### src/hdl/ltr_pkg.sv
// ltr_pkg: shared types and constants for the led twinkle ramp generator
// no dependencies; imported by every module of the block
`timescale 1ns / 1ps

package ltr_pkg;

    localparam int DEFAULT_CHANNELS = 4;

    localparam int LEVEL_W = 16;
    localparam int BRIGHT_W = 8;
    localparam int CHAN_W = 2;
    localparam int PROD_W = LEVEL_W + BRIGHT_W;

    localparam logic [LEVEL_W-1:0] LEVEL_MAX = '1;

    localparam logic KIND_ADVANCE = 1'b0;
    localparam logic KIND_RESTART = 1'b1;

    localparam int FIFO_DEPTH = 4;
    localparam int FIFO_PTR_W = 2;
    localparam int FIFO_CNT_W = 3;

    typedef struct packed {
        logic [LEVEL_W-1:0]  level;
        logic                rising;
        logic [LEVEL_W-1:0]  step;
        logic [BRIGHT_W-1:0] top;
        logic [BRIGHT_W-1:0] bottom;
    } ramp_entry_t;

    typedef struct packed {
        logic [PROD_W-1:0]   prod;
        logic                neg;
        logic [BRIGHT_W-1:0] bottom;
        logic [BRIGHT_W-1:0] floor_level;
        logic [CHAN_W-1:0]   channel;
    } map_req_t;

    typedef struct packed {
        logic [CHAN_W-1:0]   channel;
        logic [BRIGHT_W-1:0] duty;
    } out_beat_t;

endpackage

### src/hdl/ltr_duty_map.sv
// ltr_duty_map: maps a registered level-span product to a duty and applies the floor
// depends on ltr_pkg
`timescale 1ns / 1ps

module ltr_duty_map (
    input  ltr_pkg::map_req_t  req,
    output ltr_pkg::out_beat_t beat
);
    import ltr_pkg::*;

    logic [PROD_W:0]     quot_sum;
    logic [BRIGHT_W-1:0] quot;
    logic [BRIGHT_W-1:0] mapped;

    // divide by 65535: exact for products below 65535 * 256
    always_comb begin
        quot_sum = {1'b0, req.prod} + (PROD_W+1)'(req.prod >> LEVEL_W) + (PROD_W+1)'(1);
        quot     = quot_sum[PROD_W-1:LEVEL_W];
        mapped   = req.neg ? (req.bottom - quot) : (req.bottom + quot);
        beat.channel = req.channel;
        beat.duty    = (mapped < req.floor_level) ? req.floor_level : mapped;
    end

endmodule

### src/hdl/ltr_out_fifo.sv
// ltr_out_fifo: small result queue between the ramp pipeline and the m_ channel
// depends on ltr_pkg
`timescale 1ns / 1ps

module ltr_out_fifo (
    input  logic                        aclk,
    input  logic                        aresetn,
    input  logic                        push,
    input  ltr_pkg::out_beat_t          push_beat,
    output logic                        m_valid,
    input  logic                        m_ready,
    output ltr_pkg::out_beat_t          head_beat,
    output logic [ltr_pkg::FIFO_CNT_W-1:0] count
);
    import ltr_pkg::*;

    out_beat_t             store [FIFO_DEPTH];
    logic [FIFO_PTR_W-1:0] wr_ptr_reg, wr_ptr_next;
    logic [FIFO_PTR_W-1:0] rd_ptr_reg, rd_ptr_next;
    logic [FIFO_CNT_W-1:0] count_reg, count_next;
    logic                  pop;

    always_comb begin
        pop         = m_valid && m_ready;
        wr_ptr_next = push ? wr_ptr_reg + FIFO_PTR_W'(1) : wr_ptr_reg;
        rd_ptr_next = pop ? rd_ptr_reg + FIFO_PTR_W'(1) : rd_ptr_reg;
        count_next  = count_reg + FIFO_CNT_W'(push) - FIFO_CNT_W'(pop);
    end

    always_ff @(posedge aclk) begin
        if (!aresetn) begin
            wr_ptr_reg <= '0;
            rd_ptr_reg <= '0;
            count_reg  <= '0;
        end else begin
            wr_ptr_reg <= wr_ptr_next;
            rd_ptr_reg <= rd_ptr_next;
            count_reg  <= count_next;
        end
    end

    always_ff @(posedge aclk) begin
        if (push) begin
            store[wr_ptr_reg] <= push_beat;
        end
    end

    assign m_valid   = (count_reg != '0);
    assign head_beat = store[rd_ptr_reg];
    assign count     = count_reg;

endmodule

### src/hdl/led_twinkle_ramp_generator_unit.sv
// led_twinkle_ramp_generator_unit: top level of the per-channel twinkle ramp generator
// depends on ltr_pkg, ltr_duty_map, ltr_out_fifo
`timescale 1ns / 1ps
//
// Usage:
//   s_ channel carries one command beat: kind, channel, new_step, new_top,
//   new_bottom and floor_level. A restart beat (kind 1) loads the channel's
//   step, top and bottom, clears its level and sets it rising; it gives no
//   result. An advance beat (kind 0) moves the ramp one step and gives one
//   m_ beat with the channel and its mapped duty. Beats for a channel at or
//   beyond CHANNELS are dropped. Advance a channel only after a restart.
//   With an empty queue m_valid rises once the beat has passed the p1 and
//   p2 registers and has been written into the queue.
//   Throughput is one beat per cycle while s_ready is high; the per-channel
//   state sits in one synchronous RAM that is read at accept and written back
//   in the next cycle, with the written entry forwarded to a following beat
//   on the same channel. Results go through a four-entry queue; s_ready drops
//   only when the queue plus the two pipeline stages would hold four beats,
//   so a stalled receiver backs up the input after at most four in-range advance beats.
//   Reset empties the pipeline and the queue; the RAM is not cleared.
//

module led_twinkle_ramp_generator_unit #(
    parameter int CHANNELS = ltr_pkg::DEFAULT_CHANNELS
) (
    input  logic                           aclk,
    input  logic                           aresetn,
    input  logic                           s_valid,
    output logic                           s_ready,
    input  logic                           s_kind,
    input  logic [ltr_pkg::CHAN_W-1:0]     s_channel,
    input  logic [ltr_pkg::LEVEL_W-1:0]    s_new_step,
    input  logic [ltr_pkg::BRIGHT_W-1:0]   s_new_top,
    input  logic [ltr_pkg::BRIGHT_W-1:0]   s_new_bottom,
    input  logic [ltr_pkg::BRIGHT_W-1:0]   s_floor_level,
    output logic                           m_valid,
    input  logic                           m_ready,
    output logic [ltr_pkg::CHAN_W-1:0]     m_out_channel,
    output logic [ltr_pkg::BRIGHT_W-1:0]   m_duty_level
);
    import ltr_pkg::*;

    localparam int ADDR_W = (CHANNELS > 1) ? $clog2(CHANNELS) : 1;
    localparam int EXT_W = CHAN_W + 3;

    ramp_entry_t         ram [CHANNELS];
    ramp_entry_t         rd_data_reg;

    logic                s_accept;
    logic [EXT_W-1:0]    s_chan_ext;
    logic [ADDR_W-1:0]   rd_addr;

    logic                p1_valid_reg;
    logic                p1_kind_reg;
    logic                p1_in_range_reg;
    logic [ADDR_W-1:0]   p1_addr_reg;
    logic [CHAN_W-1:0]   p1_channel_reg;
    logic [LEVEL_W-1:0]  p1_step_reg;
    logic [BRIGHT_W-1:0] p1_top_reg;
    logic [BRIGHT_W-1:0] p1_bottom_reg;
    logic [BRIGHT_W-1:0] p1_floor_reg;

    logic                fwd_valid_reg;
    logic [ADDR_W-1:0]   fwd_addr_reg;
    ramp_entry_t         fwd_entry_reg;

    ramp_entry_t         cur_entry;
    ramp_entry_t         wb_entry;
    logic                wb_en;
    logic [LEVEL_W:0]    up_sum;
    logic [BRIGHT_W-1:0] span_mag;
    map_req_t            map_req_next;
    map_req_t            map_req_reg;
    logic                p2_valid_next;
    logic                p2_valid_reg;

    out_beat_t           map_beat;
    out_beat_t           head_beat;
    logic [FIFO_CNT_W-1:0] fifo_count;
    logic [FIFO_CNT_W:0]   occupancy;

    assign s_chan_ext = EXT_W'(s_channel);
    assign rd_addr    = s_chan_ext[ADDR_W-1:0];
    assign s_accept   = s_valid && s_ready;

    always_comb begin
        occupancy = (FIFO_CNT_W+1)'(fifo_count) + (FIFO_CNT_W+1)'(p1_valid_reg)
                  + (FIFO_CNT_W+1)'(p2_valid_reg);
        s_ready = (occupancy < (FIFO_CNT_W+1)'(FIFO_DEPTH));
    end

    // state ram, registered read
    always_ff @(posedge aclk) begin
        if (wb_en) begin
            ram[p1_addr_reg] <= wb_entry;
        end
        rd_data_reg <= ram[rd_addr];
    end

    always_ff @(posedge aclk) begin
        if (!aresetn) begin
            p1_valid_reg  <= 1'b0;
            fwd_valid_reg <= 1'b0;
            p2_valid_reg  <= 1'b0;
        end else begin
            p1_valid_reg  <= s_accept;
            fwd_valid_reg <= wb_en;
            p2_valid_reg  <= p2_valid_next;
        end
    end

    always_ff @(posedge aclk) begin
        p1_kind_reg     <= s_kind;
        p1_in_range_reg <= (s_chan_ext < EXT_W'(CHANNELS));
        p1_addr_reg     <= rd_addr;
        p1_channel_reg  <= s_channel;
        p1_step_reg     <= s_new_step;
        p1_top_reg      <= s_new_top;
        p1_bottom_reg   <= s_new_bottom;
        p1_floor_reg    <= s_floor_level;
        fwd_addr_reg    <= p1_addr_reg;
        fwd_entry_reg   <= wb_entry;
        map_req_reg     <= map_req_next;
    end

    // read-modify-write of the channel entry
    always_comb begin
        cur_entry = (fwd_valid_reg && (fwd_addr_reg == p1_addr_reg)) ? fwd_entry_reg
                                                                     : rd_data_reg;
        wb_entry  = cur_entry;
        up_sum    = {1'b0, cur_entry.level} + {1'b0, cur_entry.step};
        if (p1_kind_reg == KIND_RESTART) begin
            wb_entry.level  = '0;
            wb_entry.rising = 1'b1;
            wb_entry.step   = p1_step_reg;
            wb_entry.top    = p1_top_reg;
            wb_entry.bottom = p1_bottom_reg;
        end else if (cur_entry.rising) begin
            if (up_sum[LEVEL_W]) begin
                wb_entry.level  = LEVEL_MAX;
                wb_entry.rising = 1'b0;
                wb_entry.step   = p1_step_reg;
                wb_entry.bottom = p1_bottom_reg;
            end else begin
                wb_entry.level = up_sum[LEVEL_W-1:0];
            end
        end else begin
            if (cur_entry.level < cur_entry.step) begin
                wb_entry.level  = '0;
                wb_entry.rising = 1'b1;
                wb_entry.step   = p1_step_reg;
                wb_entry.top    = p1_top_reg;
            end else begin
                wb_entry.level = cur_entry.level - cur_entry.step;
            end
        end

        wb_en         = p1_valid_reg && p1_in_range_reg;
        p2_valid_next = wb_en && (p1_kind_reg == KIND_ADVANCE);

        map_req_next.neg = (wb_entry.top < wb_entry.bottom);
        span_mag = map_req_next.neg ? (wb_entry.bottom - wb_entry.top)
                                    : (wb_entry.top - wb_entry.bottom);
        map_req_next.prod        = PROD_W'(wb_entry.level) * PROD_W'(span_mag);
        map_req_next.bottom      = wb_entry.bottom;
        map_req_next.floor_level = p1_floor_reg;
        map_req_next.channel     = p1_channel_reg;
    end

    ltr_duty_map u_duty_map (
        .req  (map_req_reg),
        .beat (map_beat)
    );

    ltr_out_fifo u_out_fifo (
        .aclk      (aclk),
        .aresetn   (aresetn),
        .push      (p2_valid_reg),
        .push_beat (map_beat),
        .m_valid   (m_valid),
        .m_ready   (m_ready),
        .head_beat (head_beat),
        .count     (fifo_count)
    );

    assign m_out_channel = head_beat.channel;
    assign m_duty_level  = head_beat.duty;

endmodule

### config.mk
export PLATFORM = sky130hd
export DESIGN_NAME = led_twinkle_ramp_generator_unit
export DESIGN_NICKNAME = d
export VERILOG_FILES = /design/src/hdl/ltr_pkg.sv /design/src/hdl/ltr_duty_map.sv /design/src/hdl/ltr_out_fifo.sv /design/src/hdl/led_twinkle_ramp_generator_unit.sv
export SDC_FILE = /design/constraint.sdc
export NUM_CORES = 1
export LEC_CHECK = 0
export BUFFER_PORTS_ARGS = -buffer_cell sky130_fd_sc_hd__buf_4
export CORE_MARGIN = 2
export CORE_UTILIZATION = 55
export CTS_BUF_LIST = sky130_fd_sc_hd__clkbuf_4
export DETAILED_ROUTE_END_ITERATION = 10
export PLACE_DENSITY = 0.73
export RECOVER_POWER = 25
export SLEW_MARGIN = 40
export SYNTH_ARGS = -nofsm -noshare
export SYNTH_HDL_FRONTEND = slang
export SYNTH_SLANG_ARGS = --single-unit
### constraint.sdc
create_clock -name aclk -period 36.2 [get_ports aclk]
set_clock_uncertainty 0.1 [all_clocks]
set_input_delay 1.81 -clock aclk [delete_from_list [all_inputs] [get_ports aclk]]
set_output_delay 1.81 -clock aclk [all_outputs]
set_load 0.01 [all_outputs]
==> results.md <==
* Root buf cell: clkbuf_4
* DRT Pass-1 Iters at 5
* Post-detailed-route wirelength per cell at 19.3 µm
* Total Die Area at ~40000 µm²
* I/O pin total at 59
* Switch share at 0.389
* Compound-Gate Fraction of Synth Area at 0.0898
* Crit path DAT at between 10 and 15 ns
* Seq cells post-synth at roughly 420
* Number of flip-flops in the largest register at 196
* Most common cell in the netlist: edfxtp_1
* Pin count of the biggest net entering global routing at 51
* Max Clock Freq at slightly above 80 MHz
* Clock power share at 0.211
* Seq/Total Area, Yosys at 0.509
* Final Max Slew Viols at approximately 100
* CTS buffer count at 102
* RD Place Congestion at between 0.9 and 1
* Initial core utilization at 0.554
* FP Rows at 72
* Area Growth Syn to Fin at 11.6%
* Die W at 201 µm
* Largest family of logic cells by synthesized area: adder cells
* Final hold violation count at 0
* Library cells used by synthesis at 87
* Leak pwr at 10.1 nW
* Post-synth top area share at 0.333
* Xor/xnor cell area share of the yosys netlist at 0.0216
* Port Buffers at 58
* Adder-cell area share of the yosys netlist at 0.153
* Status: complete, but fails checks
* CP Launch Type: flop
* H-tree levels at 3
* DR vias at 13900
* Synthesis warning total at 0
* Post-CTS Setup Bufs at 0
* Cells after synthesis at 1736
* Setup-failing EPs final at 0
* First-pass GRT wire length at 77.7 mm
* Share of power burned in combinational logic at 0.472
* Maximum VDD drop at about 0.066 mV
* Placed insts at 2276
* Failing checks: max-capacitance violations, max-slew violations
* PD cells at 82.2 nW/µm²
* GR Overflow Total at 0
* Reg power frac at 0.317
* HPWL Detailed at 32.3 mm
* Mean Syn Cell Area at 12.3 µm²
* Core area at 38500 µm²
* Routed WL at 47.7 mm
* Setup TNS at 0 ns
* Initial antenna violation count at 1
* Worst slew pin tran at 3.54 ns
* Slew headroom at -1.36
* Critical Path Sink Type: flop
* Internal power at between 0.001 and 0.0015 W
* Tmin final at 12.39 ns
* Top FF cell, synth: edfxtp_1
* Clock sink count at 424
* Crit Path Category: reg -> reg
* Synth Area in Simple Gates at 0.0920
* Die H at between 200 and 250 µm
* Tightest Hold Check Type: reg -> reg
* Max-cap violations at 3
* # DRC at 0
* Gr usage total at 0.247
* # hold bufs at CTS at 0
* NetSw at 0.000759 W
* Period Utilization, post-route at 0.342
* Top cells by area, synth: edfxtp_1 (33%), dfxtp_1 (18%), fa_1 (8.5%)
* CP max FO at 50
* Max stage delay cell, worst path: xnor2_2
* Post-synth EDFFs at 236
* Synth Net Count at slightly below 2000
* CTS tree: done
* Synth area leader: edfxtp_1
* Non-filler cells, final at 2468
* Netlist Area Pre-Place at 21300 µm²
* Post_cts resized at 0
* CP required at 36.78 ns
* Vias per std cell at between 5 and 6
* Ratio of cells with drive above 1 in the final layout at 0.191
* Mux share of post-synthesis cell area at 0.0882
* Slowest Stage Delay on Critical Path at 0.66 ns
* Share of flip-flops with an asynchronous set or reset at 0
* Nets@finish at 2117
* Post-synth top cells: edfxtp_1 (236), inv_1 (200), dfxtp_1 (188)
* RSZ-0062 raised after global routing: false
* Vias in the first global route at ~15000
* 1st-iter DRT viols at 991
* Post-route ant nets at 0
* Clock transition at the registers of the reported paths at 0.06 ns
* Clock Tree Buf Depth at 3
* Worst-Skew Late Latency at 0.83 ns
==> path summary, 6_finish.rpt <==
kind	depth (start not counted)	from	end	slack (ns)
setup / recovery	40	p1_channel_reg[1]	map_req_reg[41]	23.81
hold / removal	0	p1_floor_reg[2]	map_req_reg[4]	0.22
setup reg to reg	40	p1_channel_reg[1]	map_req_reg[41]	23.81
hold reg to reg	0	p1_floor_reg[2]	map_req_reg[4]	0.22
==> stage by stage <==
step,total power [W],cell area (µm²),hold WS [ns],worst slack (ns),utilization
after floorplan,0.00131,21300,0.210,24.52,-
after global placement,0.00153,22300,0.211,23.99,0.580
after detailed placement,0.00155,22300,0.214,23.93,0.580
after CTS,0.00197,23800,0.207,23.87,0.617
after global routing,0.00213,23800,0.188,22.87,0.618
final,0.00195,23800,0.218,23.81,0.618
==> area by class of cell <==
class	count	area [µm²]
inverters	201	754
fillers	3067	14700
clock inverters	30	223
multi-input cells	1060	9540
clock buffers	160	1200
well taps	518	648
flip-flops and latches	424	10900
repair buffers	74	547
diodes	1	2.50
==> metal layers <==
layer,GRT usage,vias to the layer above,share of wire
met5,0,-,0
met4,0.0905,0,0.023
met3,0.0489,80,0.069
met2,0.396,482,0.48
met1,0.336,6931,0.43
li1,-,6406,-
==> power groups by stage <==
stage,clock [W],sequential [W],combinational [W]
after floorplan,0,0.000615,0.000699
after global placement,0,0.000628,0.000897
after detailed placement,0,0.000630,0.000916
after CTS,0.000424,0.000620,0.000926
after global routing,0.000448,0.000624,0.00105
final,0.000413,0.000619,0.000921
==> cells in the final DEF, fill, tap and decap left out, types with 5 or more instances in the layout <==
master / synthesis / final
nor2b_1: 24 / 24
and2_0: 0 / 6
buf_4: 1 / 28
and3_1: 11 / 10
mux2_2: 17 / 17
a211oi_1: 18 / 16
a211o_1: 5 / 5
nand2b_1: 21 / 21
edfxtp_1: 236 / 236
a21o_1: 27 / 27
mux2i_1: 33 / 33
clkinv_1: 0 / 18
a21oi_2: 9 / 10
nor2_1: 141 / 138
a21boi_0: 7 / 7
nand3_1: 9 / 8
and2_1: 20 / 14
mux4_2: 59 / 59
o21bai_1: 6 / 6
or2_2: 6 / 6
a211oi_2: 3 / 5
nor4_1: 7 / 7
nor3_1: 16 / 16
a21oi_1: 71 / 70
o21a_1: 8 / 8
o31ai_1: 8 / 8
o21ai_0: 28 / 28
a31oi_1: 10 / 10
clkbuf_4: 0 / 201
o211ai_1: 9 / 9
xor2_1: 12 / 12
inv_1: 200 / 200
or3_1: 7 / 6
fa_1: 90 / 90
a221o_1: 5 / 5
nand2_1: 145 / 145
dfxtp_1: 188 / 188
xnor2_1: 35 / 33
ha_1: 117 / 117
==> worst max-delay path: cells and delay by family (launching register included) <==
kind | cells | cell delay [ns]
buffers and inverters | 6 | 0.97
AND/OR/NAND/NOR | 7 | 1.64
XOR/XNOR | 3 | 0.97
multiplexers | 1 | 0.36
flip-flops | 1 | 0.46
adder cells (fa/ha/maj) | 8 | 3.48
AO/OA/AOI/OAI | 15 | 4.24
==> logic make-up (layout without fill, tap and decap cells) <==
group           count (synthesis)  after routing
other cells                     0              1
compound gates                266            266
xor+xnor                       50             50
buf+inv                       252            465
fa+ha+maj                     207            207
flops                         424            424
mux                           111            111
simple gates                  426            426
Power figures use the tool's default switching activity.
